**config.mk**
```make
export PLATFORM = sky130hd
export DESIGN_NAME = kmp_substring_search_unit_flat
export DESIGN_NICKNAME = d
export VERILOG_FILES = /design/src/rtl/core/kss_pkg.sv /design/src/rtl/core/kss_stream_if.sv /design/src/rtl/core/kss_cell.sv /design/src/rtl/core/kmp_substring_search_unit.sv /design/src/flat_wrapper.sv
export SDC_FILE = /design/constraint.sdc
export NUM_CORES = 1
export LEC_CHECK = 0
export ABC_AREA = 1
export BUFFER_PORTS_ARGS = -buffer_cell sky130_fd_sc_hd__clkbuf_2
export CAP_MARGIN = 20
export CORE_UTILIZATION = 39
export DETAILED_ROUTE_END_ITERATION = 6
export PLACE_DENSITY = 0.57
export SLEW_MARGIN = 10
export SYNTH_ARGS = -nofsm -noshare
export SYNTH_HDL_FRONTEND = slang
export SYNTH_SLANG_ARGS = --single-unit
```
**constraint.sdc**
```tcl
create_clock -name clock -period 4.6 [get_ports clock]
set_input_delay 0.69 -clock clock [delete_from_list [all_inputs] [get_ports clock]]
set_output_delay 0.69 -clock clock [all_outputs]
set_load 0.005 [all_outputs]
```
**src/rtl/core/kss_pkg.sv**
```systemverilog
// kss_pkg: shared types and constants for the kmp substring search unit
// payload structs for both channels, status and command codes, cell control struct
// no dependencies
package kss_pkg;

   localparam int MAX_PATTERN_DEF = 64;
   localparam int BYTE_W          = 8;
   localparam int POS_W           = 32;
   localparam logic [POS_W-1:0] POS_MAX = '1;

   typedef enum logic {
      CMD_PATTERN = 1'b0,
      CMD_TEXT    = 1'b1
   } command_type;

   typedef enum logic [1:0] {
      STATUS_NOT_FOUND = 2'd0,
      STATUS_FOUND     = 2'd1,
      STATUS_OVERFLOW  = 2'd2
   } status_type;

   typedef struct packed {
      command_type       command;
      logic              first;
      logic              last;
      logic [BYTE_W-1:0] byte_value;
   } req_type;

   typedef struct packed {
      status_type       status;
      logic [POS_W-1:0] position;
   } rsp_type;

   // broadcast to every cell of the chain
   typedef struct packed {
      logic              step;       // advance the match bits by one text byte
      logic              clr;        // drop all partial matches
      logic              pat_clear;  // drop the stored pattern
      logic [BYTE_W-1:0] data;       // byte of the current transfer
   } cell_ctrl_type;

endpackage

```
**src/rtl/core/kss_stream_if.sv**
```systemverilog
// kss_stream_if: valid/ready channel carrying one payload per transfer
// payload type is a parameter, normally a struct from kss_pkg
interface kss_stream_if #(
   parameter type payload_type = logic
);
   logic        valid;
   logic        ready;
   payload_type payload;

   modport source (output valid, output payload, input ready);
   modport sink   (input valid, input payload, output ready);
endinterface

```
**src/rtl/core/kss_cell.sv**
```systemverilog
// kss_cell: one position of the pattern chain
// holds a pattern byte, its valid flag and the prefix match bit; uses kss_pkg
module kss_cell (
   input  logic                  clock,
   input  logic                  reset,
   input  kss_pkg::cell_ctrl_type ctrl,
   input  logic                  wr_en,
   input  logic                  chain_in,
   input  logic                  next_valid,
   output logic                  valid_out,
   output logic                  match_out,
   output logic                  hit
);

   logic [kss_pkg::BYTE_W-1:0] byte_ff;
   logic                       valid_ff;
   logic                       valid_in;
   logic                       match_ff;
   logic                       match_in;
   logic                       match_new;

   // prefix ending here matches if the shorter one matched on the previous byte
   assign match_new = valid_ff & chain_in & (byte_ff == ctrl.data);

   always_comb begin
      valid_in = valid_ff;
      if (wr_en) begin
         valid_in = 1'b1;
      end else if (ctrl.pat_clear) begin
         valid_in = 1'b0;
      end
   end

   always_comb begin
      match_in = match_ff;
      if (ctrl.clr) begin
         match_in = 1'b0;
      end else if (ctrl.step) begin
         match_in = match_new;
      end
   end

   always_ff @(posedge clock) begin
      if (reset) begin
         valid_ff <= 1'b0;
         match_ff <= 1'b0;
      end else begin
         valid_ff <= valid_in;
         match_ff <= match_in;
      end
   end

   always_ff @(posedge clock) begin
      if (wr_en) begin
         byte_ff <= ctrl.data;
      end
   end

   assign valid_out = valid_ff;
   assign match_out = match_ff;
   // tail cell of the pattern with a full-length match
   assign hit       = match_new & ~next_valid;

endmodule

```
**src/rtl/core/kmp_substring_search_unit.sv**
```systemverilog
// kmp_substring_search_unit: streaming first-occurrence substring search
// top level; instantiates a chain of kss_cell, uses kss_pkg and kss_stream_if
//
// usage
//   req carries pattern bytes (command pattern) and text bytes (command text).
//   first on a pattern byte starts a new pattern; first on a text byte starts
//   a new search. last marks the final text byte.
//   rsp carries at most one result per search: found with the start index of
//   the first match, not found at the last text byte, or overflow when the
//   pattern lost bytes beyond MAX_PATTERN. an empty pattern is found at 0.
// timing
//   every request transfer is handled in the cycle it is taken; a result is
//   shown on rsp in the cycle after the transfer that caused it.
//   one request per cycle is taken while rsp is free or being drained: the
//   chain of cells compares all pattern positions against each text byte in
//   parallel and shifts the match bits one cell on.
//   a result held on a stalled rsp blocks req until it is taken.
// reset
//   synchronous; empties the pattern and the search state and drops any
//   pending result. pattern bytes themselves need no reset.
module kmp_substring_search_unit #(
   parameter int MAX_PATTERN = kss_pkg::MAX_PATTERN_DEF
) (
   input logic          clock,
   input logic          reset,
   kss_stream_if.sink   req,
   kss_stream_if.source rsp
);

   localparam int LEN_W = $clog2(MAX_PATTERN + 1);

   // pattern and search state
   logic [LEN_W-1:0]          len_ff;
   logic [LEN_W-1:0]          len_in;
   logic                      ovf_ff;
   logic                      ovf_in;
   logic                      done_ff;
   logic                      done_in;
   logic [kss_pkg::POS_W-1:0] idx_ff;
   logic [kss_pkg::POS_W-1:0] idx_in;

   // output register
   logic                      rsp_valid_ff;
   logic                      rsp_valid_in;
   kss_pkg::rsp_type          rsp_data_ff;
   kss_pkg::rsp_type          rsp_data_in;

   // transfer decode
   kss_pkg::req_type          cur;
   logic                      fire;
   logic                      is_pat;
   logic                      is_txt;
   logic [LEN_W-1:0]          len_base;
   logic                      full;
   logic                      done_eff;
   logic [kss_pkg::POS_W-1:0] idx_eff;
   logic [kss_pkg::POS_W-1:0] idx_next;
   logic [kss_pkg::POS_W-1:0] match_pos;
   logic                      step;
   logic                      found;
   logic                      emit;
   kss_pkg::rsp_type          emit_data;
   kss_pkg::cell_ctrl_type    ctrl;

   // chain wiring
   logic [MAX_PATTERN-1:0]    wr_vec;
   logic [MAX_PATTERN-1:0]    chain_vec;
   logic [MAX_PATTERN-1:0]    next_valid_vec;
   logic [MAX_PATTERN-1:0]    valid_vec;
   logic [MAX_PATTERN-1:0]    match_vec;
   logic [MAX_PATTERN-1:0]    hit_vec;

   assign cur       = req.payload;
   assign req.ready = ~rsp_valid_ff | rsp.ready;
   assign fire      = req.valid & req.ready;
   assign is_pat    = fire & (cur.command == kss_pkg::CMD_PATTERN);
   assign is_txt    = fire & (cur.command == kss_pkg::CMD_TEXT);

   // a new pattern restarts the append point at zero
   assign len_base  = (is_pat & cur.first) ? '0 : len_ff;
   assign full      = (len_base == LEN_W'(MAX_PATTERN));

   // first on either command also restarts the search
   assign done_eff  = cur.first ? 1'b0 : done_ff;
   assign idx_eff   = cur.first ? '0 : idx_ff;
   assign idx_next  = (idx_eff == kss_pkg::POS_MAX) ? idx_eff : idx_eff + 1'b1;

   // start index of a match ending at the current byte, saturated
   assign match_pos = (idx_eff == kss_pkg::POS_MAX) ? kss_pkg::POS_MAX
                    : idx_eff - (kss_pkg::POS_W'(len_ff) - 1'b1);

   assign step  = is_txt & ~done_eff & ~ovf_ff & (len_ff != '0);
   assign found = step & (|hit_vec);

   always_comb begin
      ctrl.step      = step;
      ctrl.clr       = fire & cur.first & ~step;
      ctrl.pat_clear = is_pat & cur.first;
      ctrl.data      = cur.byte_value;
   end

   // cell chain: bit i set means pattern prefix of length i+1 ends at the last byte
   for (genvar i = 0; i < MAX_PATTERN; i++) begin : g_cell
      assign wr_vec[i] = is_pat & ~full & (len_base == LEN_W'(i));

      if (i == 0) begin : g_head
         assign chain_vec[i] = 1'b1;
      end else begin : g_body
         // a new text discards partial matches from the old one
         assign chain_vec[i] = match_vec[i-1] & ~cur.first;
      end

      if (i == MAX_PATTERN - 1) begin : g_tail
         assign next_valid_vec[i] = 1'b0;
      end else begin : g_inner
         assign next_valid_vec[i] = valid_vec[i+1];
      end

      kss_cell u_cell (
         .clock      (clock),
         .reset      (reset),
         .ctrl       (ctrl),
         .wr_en      (wr_vec[i]),
         .chain_in   (chain_vec[i]),
         .next_valid (next_valid_vec[i]),
         .valid_out  (valid_vec[i]),
         .match_out  (match_vec[i]),
         .hit        (hit_vec[i])
      );
   end

   // next state and result
   always_comb begin
      len_in    = len_ff;
      ovf_in    = ovf_ff;
      done_in   = done_ff;
      idx_in    = idx_ff;
      emit      = 1'b0;
      emit_data = '{status: kss_pkg::STATUS_NOT_FOUND, position: '0};

      if (is_pat) begin
         len_in  = full ? len_base : len_base + 1'b1;
         ovf_in  = full | (cur.first ? 1'b0 : ovf_ff);
         done_in = done_eff;
         idx_in  = idx_eff;
      end else if (is_txt) begin
         done_in = done_eff;
         idx_in  = idx_eff;
         if (!done_eff) begin
            if (ovf_ff) begin
               emit             = 1'b1;
               emit_data.status = kss_pkg::STATUS_OVERFLOW;
               done_in          = 1'b1;
            end else if (len_ff == '0) begin
               // empty pattern matches at the start
               emit             = 1'b1;
               emit_data.status = kss_pkg::STATUS_FOUND;
               done_in          = 1'b1;
            end else if (found) begin
               emit               = 1'b1;
               emit_data.status   = kss_pkg::STATUS_FOUND;
               emit_data.position = match_pos;
               done_in            = 1'b1;
            end else begin
               idx_in = idx_next;
               if (cur.last) begin
                  emit    = 1'b1;
                  done_in = 1'b1;
               end
            end
         end
      end
   end

   always_comb begin
      rsp_valid_in = emit | (rsp_valid_ff & ~rsp.ready);
      rsp_data_in  = emit ? emit_data : rsp_data_ff;
   end

   always_ff @(posedge clock) begin
      if (reset) begin
         len_ff       <= '0;
         ovf_ff       <= 1'b0;
         done_ff      <= 1'b0;
         idx_ff       <= '0;
         rsp_valid_ff <= 1'b0;
      end else begin
         len_ff       <= len_in;
         ovf_ff       <= ovf_in;
         done_ff      <= done_in;
         idx_ff       <= idx_in;
         rsp_valid_ff <= rsp_valid_in;
      end
   end

   always_ff @(posedge clock) begin
      rsp_data_ff <= rsp_data_in;
   end

   assign rsp.valid   = rsp_valid_ff;
   assign rsp.payload = rsp_data_ff;

`ifndef ASSERT_OFF
   // stored pattern cells are as many as the recorded length
   a_len_matches_cells: assert property (@(posedge clock) disable iff (reset)
      $countones(valid_vec) == int'(len_ff))
      else $error("pattern length disagrees with filled cells");

   // partial matches only live in filled cells
   a_match_in_pattern: assert property (@(posedge clock) disable iff (reset)
      (match_vec & ~valid_vec) == '0)
      else $error("match bit set beyond the pattern");

   // overflow only once the chain is full
   a_ovf_full: assert property (@(posedge clock) disable iff (reset)
      ovf_ff |-> (len_ff == LEN_W'(MAX_PATTERN)))
      else $error("overflow flagged with room left");

   // every result ends its search
   a_emit_done: assert property (@(posedge clock) disable iff (reset)
      emit |=> (done_ff && rsp_valid_ff))
      else $error("result given without ending the search");
`endif

endmodule

```
**src/flat_wrapper.sv**
```systemverilog
// flat-port wrapper written by rule: the top's interface ports become plain ports
module kmp_substring_search_unit_flat 
#(
   parameter int MAX_PATTERN = kss_pkg::MAX_PATTERN_DEF
)
  (clock, reset, req_valid, req_payload, req_ready, rsp_valid, rsp_payload, rsp_ready);
  kss_stream_if #(.payload_type(kss_pkg::req_type)) req_i ();
  kss_stream_if #(.payload_type(kss_pkg::rsp_type)) rsp_i ();
  input logic clock;
  input logic reset;
  input wire logic [$bits(req_i.valid)-1:0] req_valid;
  input wire logic [$bits(req_i.payload)-1:0] req_payload;
  output wire logic [$bits(req_i.ready)-1:0] req_ready;
  output wire logic [$bits(rsp_i.valid)-1:0] rsp_valid;
  output wire logic [$bits(rsp_i.payload)-1:0] rsp_payload;
  input wire logic [$bits(rsp_i.ready)-1:0] rsp_ready;
  assign req_i.valid = req_valid;
  assign req_i.payload = req_payload;
  assign req_ready = req_i.ready;
  assign rsp_valid = rsp_i.valid;
  assign rsp_payload = rsp_i.payload;
  assign rsp_i.ready = rsp_ready;
  kmp_substring_search_unit #(.MAX_PATTERN(MAX_PATTERN)) u_core (.clock(clock), .reset(reset), .req(req_i), .rsp(rsp_i));
endmodule
```
==> results of run 1 <==
-- layer usage --
metal / vias to the layer above / share of wire
met5: - / 0
met1: 12280 / 0.46
met3: 135 / 0.057
met2: 695 / 0.46
met4: 0 / 0.027
li1: 12770 / -
-- layout make-up --
type,instances,area (um^2)
multi-input cells,2624,13090
well taps,1165,1458
clock inverters,35,397.9
flip-flops and latches,715,19780
clock buffers,115,2297
repair buffers,154,1398
inverters,344,1296
fillers,8480,48800
-- power by group --
group / switching [uW] / leakage, uW / total, uW / internal (uW)
Clock: 2670 / 0.00134 / 6550 / 3890
Sequential: 13.2 / 0.00628 / 6980 / 6970
Combinational: 735 / 0.00744 / 1060 / 322
Total: 3410 / 0.0151 / 14600 / 11200
-- cell usage after synthesis, drive strengths merged, types with 8 or more instances --
library cell	n	area (um^2)
a21oi	246	1231
a31oi	14	87.58
buf	84	523.0
clkbuf	69	261.5
dfxtp	169	3383
edfxtp	546	16400
ha	38	475.5
inv	341	1285
nand2	939	3530
nand3	292	1461
nand3b	23	172.7
nand4	28	187.7
nor2	505	1947
nor3	46	241.5
nor4	8	56.30
o211ai	11	82.58
o21ai	77	385.4
or2	109	681.9
xnor2	157	1375
xor2	106	928.4
-- path summary, 6_finish.rpt --
path                                 startpoint                                 end  slack (ns)  cells after the start
min reg2reg  u_core.g_cell[61].u_cell.match_out  u_core.g_cell[61].u_cell.match_out        0.46                      2
min                                   rsp_ready                    u_core.rsp.valid        0.35                      4
max                            u_core.len_ff[0]              u_core.rsp.payload[23]        0.94                     18
max reg2reg                    u_core.len_ff[0]              u_core.rsp.payload[23]        0.94                     18
-- per-stage QoR --
step                      hold slack, ns  power (uW)  utilization
after floorplan                   0.4409        7753            -
after global placement            0.4494        8177       0.4182
after detailed placement          0.4527        8181       0.4182
after CTS                         0.3326       14720       0.4487
after global routing              0.3886       15060       0.4487
final                             0.3528       14590       0.4487
-- kinds of logic after synthesis --
kind of cell             after synthesis  synth area share
AND/OR/NAND/NOR                     1953            0.2378
flip-flops                           715            0.5666
buffers and inverters                497           0.05960
AO/OA/AOI/OAI                        369           0.05584
XOR/XNOR                             263           0.06598
adder cells (fa/ha/maj)               39           0.01419
-- state kept, by name (all words and copies together) (netlist names) --
signal,cells
u_core.done_ff,1
u_core.g_cell.u_cell.match_out,63
u_core.ovf_ff,1
u_core.g_cell.u_cell.valid_out,64
u_core.len_ff,7
u_core.rsp.payload,34
u_core.rsp.valid,1
u_core.g_cell.u_cell.byte_ff,512
u_core.idx_ff,32
-- cell usage in the layout (no fill, tap or decap), types with 82 or more instances in the layout --
cell and count:
edfxtp_1 546, nor2_1 493, inv_1 330, dfxtp_1 169
buf_4 82, xnor2_1 157, xor2_1 106, nand2_1 936
nand3_1 292, a21oi_1 246, clkbuf_16 83
-- worst register-to-register path, stage by stage (launching register included) --
cell	delay [ns]
dfxtp_1	0.36
inv_1	0.12
ha_1	0.24
nand2_1	0.10
xor2_1	0.21
ha_1	0.31
a21o_1	0.19
a21oi_1	0.18
o21ai_0	0.19
a21boi_0	0.33
inv_1	0.12
nand2_1	0.08
nand2_1	0.10
a31oi_1	0.26
o21ai_0	0.20
nand2_1	0.12
nand2_1	0.05
a21oi_1	0.13
a21oi_1	0.07
==> metrics.yaml, run 1 <==
met3_usage: 0.03170
hold_viol_final: 0
syn_avg_cell_area_um2: 9.101
clkLatencyLatePin_ns: 0.65
synth_edf_count: 546
setup_violations: 0
power.density_nw_per_um2: 367.4
synth.yosys.seq_area_share: 0.5666
cp_num_buf_inv: 2
numCtsBuffers: 80
clkTransAtPathRegs_ns: 0.06
dp_hpwl_mm: 60.91
synthesis.nets: 3890
die_area_um2: 90720
worst_slack_ns: 0.9406
diodes: 0
tightest_slew_ns: 1.009
path_delay_family: "compound AO/OA/AOI/OAI gates"
wirelength_mm: 95.89
synth.cell_area_um2: 34910
busiest_layer: "met2"
portBuffers: 50
finClkSkew_ns: 0.03449
endpoint_kind: "register"
drv_cap: 0
grt_pass1_vias: 24370
cp-start-kind: "register"
grt-ovfl-total: 0
routed_via_density: 5.023
required_ns: 4.96
cts_buffer_depth: 3
grt_max_degree: 68
drt_pass1_iterations: 6
initial_utilization: 0.3944
ys_warn_count: 0
fin_cells: 5152
grt_usage: 0.2110
drv_slew: 0
die_x_um: 301.2
slowest_delay_ns: 0.36
vias: 25880
grt_antenna_before_repair: 0
irDropWorstVdd_v: 0.0002536
synthFlopType: "edfxtp_1"
ant_nets: 0
cts_sinks: 715
use_met1: 0.2870
grt_pass1_wl_mm: 145.7
yosysUniqueCellTypes: 50
netlist_instances: 3836
post_cts_buffers: 0
syn_to_final_growth_pct: 13.76
use_met2: 0.3440
cp_slowest_cell: "dfxtp_1"
hold_buffers: 0
placed_cell_area_um2: 37020
routedWlPerCell_um: 18.61
async_flop_share: 0
core.rowCount: 109
status: "finished, final reports clean"
dp_cells: 5002
synth-seq-cells: 715
place.gp.congestion: 0.8863
ctsResizeCount: 0
p_leak_uw: 0.01506
fmax_mhz: 273.3
cp_max_fo: 5
drc: 0
crit_top_cell: "nand2_1"
drt_iter0_markers: 2054
cts_max_level: 3
fin_crit_sh: 0.7955
die_h_um: 301.2
cts_tree: "done"
rsz0062_at_grt: "false"
drive_gt1_frac: 0.09255
ctsRootBufferMaster: "clkbuf_16"
worstPathArrival_ns: 4.02
finalCriticalPeriod_ns: 3.659
totalNegativeSetupSlack_ns: 0
io-pin-count: 51
pre_cts_slack_ns: 0.3625
hp-class: "in -> reg"
fin_nets: 3973
path_class: "reg -> reg"
final_area_um2: 39710
crit_chain: "inv_1 -> ha_1 -> nand2_1 -> xor2_1 -> ha_1 -> a21o_1 -> a21oi_1 -> o21ai_0 -> a21boi_0 -> inv_1 -> nand2_1 -> nand2_1 -> a31oi_1 -> o21ai_0 -> nand2_1 -> nand2_1 -> a21oi_1 -> a21oi_1"
core_um2: 88510
timing.slew.headroom: 0.3270
No activity file was read; power rests on OpenSTA's default activity.
==> run 2, diff against run 1 <==
==> constraint.sdc (replaced) <==
create_clock -name clock -period 3.6 [get_ports clock]
set_input_delay 0.54 -clock clock [delete_from_list [all_inputs] [get_ports clock]]
set_output_delay 0.54 -clock clock [all_outputs]
set_load 0.005 [all_outputs]
==> run 2 against run 1 <==
Clock power up 35%. Wire length is 4.9% higher. First-iteration DRC count rose by 12%. Non-clock buffer count rose by 191. Sequential cell count is the same. Register-to-register slack worse by 0.60 ns. Critical path depth unchanged. Clock-buffer cell count stayed put. Worst setup slack got worse by 0.60 ns. Sequential power is 28% higher. Largest power group unchanged. Highest routed layer is now met5.
==> metrics.yaml, run 2 (synthesized netlist as in run 1, its figures left out) <==
status: "finished, final reports clean"
routedWlPerCell_um: 18.80  # +1.0%
crit_chain: "inv_1 -> ha_1 -> nand2_1 -> xor2_1 -> ha_1 -> a21o_1 -> a21oi_1 -> o21ai_1 -> a21boi_1 -> inv_1 -> nand2_1 -> nand2_1 -> a31oi_2 -> o21ai_1 -> nand2_1 -> nand2_1 -> a21oi_1 -> a21oi_1"
routed_via_density: 5.021  # about the same
die_x_um: 301.2  # unchanged
irDropWorstVdd_v: 0.0003493  # +38%
power.density_nw_per_um2: 463.4  # +26%
slowest_delay_ns: 0.36  # about the same
grt_usage: 0.2226  # +0.01157
final_common_cell: "nand2_1"
largest_register_ffs: 512  # unchanged
clkLatencyLatePin_ns: 0.67  # +0.02 ns
ant_nets: 0  # unchanged
endpoint_kind: "register"
final_area_um2: 41560  # +4.7%
placed_cell_area_um2: 38660  # +4.4%
cts_sinks: 715  # unchanged
path_class: "reg -> reg"
cp_max_fo: 5  # unchanged
clkTransAtPathRegs_ns: 0.06  # about the same
drv_slew: 0  # unchanged
worstPathArrival_ns: 3.64  # -0.38 ns
routed-wl-met3_mm: 5.870  # +7.5%
seq_area_um2: 19780  # unchanged
portBuffers: 50  # unchanged
wirelength_met1_mm: 46.40  # +6.3%
rsz0062_at_grt: "false"
grt_pass1_wl_mm: 154.7  # +6.2%
regMostFlops: "u_core.g_cell.u_cell.byte_ff"
io-pin-count: 51  # unchanged
dp_hpwl_mm: 66.20  # +8.7%
grt_antenna_before_repair: 3  # +3
syn_to_final_growth_pct: 19.06
numCtsBuffers: 82  # +2.5%
multi_input_area_um2: 13120  # +0.22%
grt-ovfl-total: 0  # unchanged
fin_nets: 4166  # +4.9%
initial_utilization: 0.3944  # unchanged
fin_crit_sh: 0.9062  # +0.1106
cp_slowest_cell: "dfxtp_1"
drt_pass1_iterations: 6  # unchanged
crit_top_cell: "nand2_1"
worst_slack_ns: 0.3378  # -0.6027 ns
cp-start-kind: "register"
drc: 0  # unchanged
drive_gt1_frac: 0.1363  # +0.04378
wirelength_mm: 100.5  # +4.9%
setup_violations: 0  # unchanged
cts_buffer_depth: 3  # unchanged
p_leak_uw: 0.01615  # +7.3%
cts_max_level: 3  # unchanged
highest_layer: "met5"
fillers: 8270  # -2.5%
finClkSkew_ns: 0.05318  # +0.01869 ns
cts_tree: "done"
core.rowCount: 109  # unchanged
drv_cap: 0  # unchanged
pre_cts_slack_ns: -0.1882  # -0.5507 ns
timing.slew.headroom: 0.2560  # -0.07108
finalCriticalPeriod_ns: 3.262  # -0.3973 ns
wl_met2_mm: 45.76  # +3.5%
required_ns: 3.98  # -0.98 ns
ctsRootBufferMaster: "clkbuf_16"
grt_max_degree: 100  # +47%
tightest_slew_ns: 1.116  # +0.1066 ns
power_uw: 19260  # +32%
hold_buffers: 0  # unchanged
vias: 26850  # +3.7%
grt_pass1_vias: 25990  # +6.6%
totalNegativeSetupSlack_ns: 0  # unchanged
core_um2: 88510  # unchanged
die_h_um: 301.2  # unchanged
fmax_mhz: 306.5  # +12%
hp-class: "in -> reg"
place.gp.congestion: 0.8909  # +0.52%
drt_iter0_markers: 2309  # +12%
mostFrequentLayoutCells: "nand2_1 (935), edfxtp_1 (546), nor2_1 (493)"
die_area_um2: 90720  # unchanged
hold_viol_final: 0  # unchanged
hold_slack_ns: 0.1415  # -0.2113 ns
run 2: changes by cell type in the layout (fill, tap and decap cells not counted), moves of 3 or more:
cell / before / now
o21ai_0: 70 / 65
o21ai_1: 5 / 10
clkinv_1: 7 / 10
buf_4: 82 / 257
a21boi_0: 4 / 1
clkinv_16: 0 / 4
clkinv_2: 20 / 12
buf_12: 26 / 42
clkbuf_1: 22 / 19
run 2: critical path: cells and delay by family, from the launching register on:
| family | cells | cell delay [ns] |
|---|---|---|
| DFF | 1 | 0.36 |
| buffers and inverters | 2 | 0.22 |
| AOI/OAI and AO/OA | 8 | 1.27 |
| xor gates and xnor gates | 1 | 0.20 |
| and+or+nand+nor | 5 | 0.43 |
| adders and majority gates | 2 | 0.53 |
run 2: layer usage:
layer	global-route usage	vias up
li1	-	13150
met1	0.3154	12810
met2	0.3552	740
met3	0.02745	140
met4	0.06647	2
met5	0	-
run 2: final cells by class:
type / instances / area share
multi-input cells: 2624 / 0.3156
clock inverters: 38 / 0.01303
inverters: 344 / 0.03119
clock buffers: 115 / 0.05626
diodes: 1 / 0.00006020
well taps: 1165 / 0.03507
repair buffers: 345 / 0.07294
flip-flops and latches: 715 / 0.4759
run 2: worst paths after layout:
check / start / end / slack, ns / cells after the start
max: u_core.len_ff[0] / u_core.rsp.payload[21] / 0.34 / 18
min: req_payload[1] / u_core.g_cell[53].u_cell.byte_ff[1] / 0.14 / 1
min reg2reg: u_core.g_cell[56].u_cell.match_out / u_core.g_cell[56].u_cell.match_out / 0.46 / 2
max reg2reg: u_core.len_ff[0] / u_core.rsp.payload[21] / 0.34 / 18
run 2: per-stage QoR:
| stage | util | instances |
|---|---|---|
| CTS | 0.4693 | 5346 |
| detailed placement | 0.4367 | 5193 |
| finish | 0.4696 | 5347 |
| global placement | 0.4367 | 5193 |
| floorplan | - | 3836 |
| global route | 0.4696 | 5347 |
run 2: timing repair:
item                                    in CTS  in global routing
buffers inserted                             0                  0
gates resized for setup                      0                 12
endpoints found under the setup margin       0                 13
run 2: power breakdown:
| group | internal, uW | total [uW] | switching [uW] |
|---|---|---|---|
| sequential | 8900 | 8920 | 17.2 |
| combinational | 532 | 1520 | 989 |
| clock | 5240 | 8820 | 3590 |
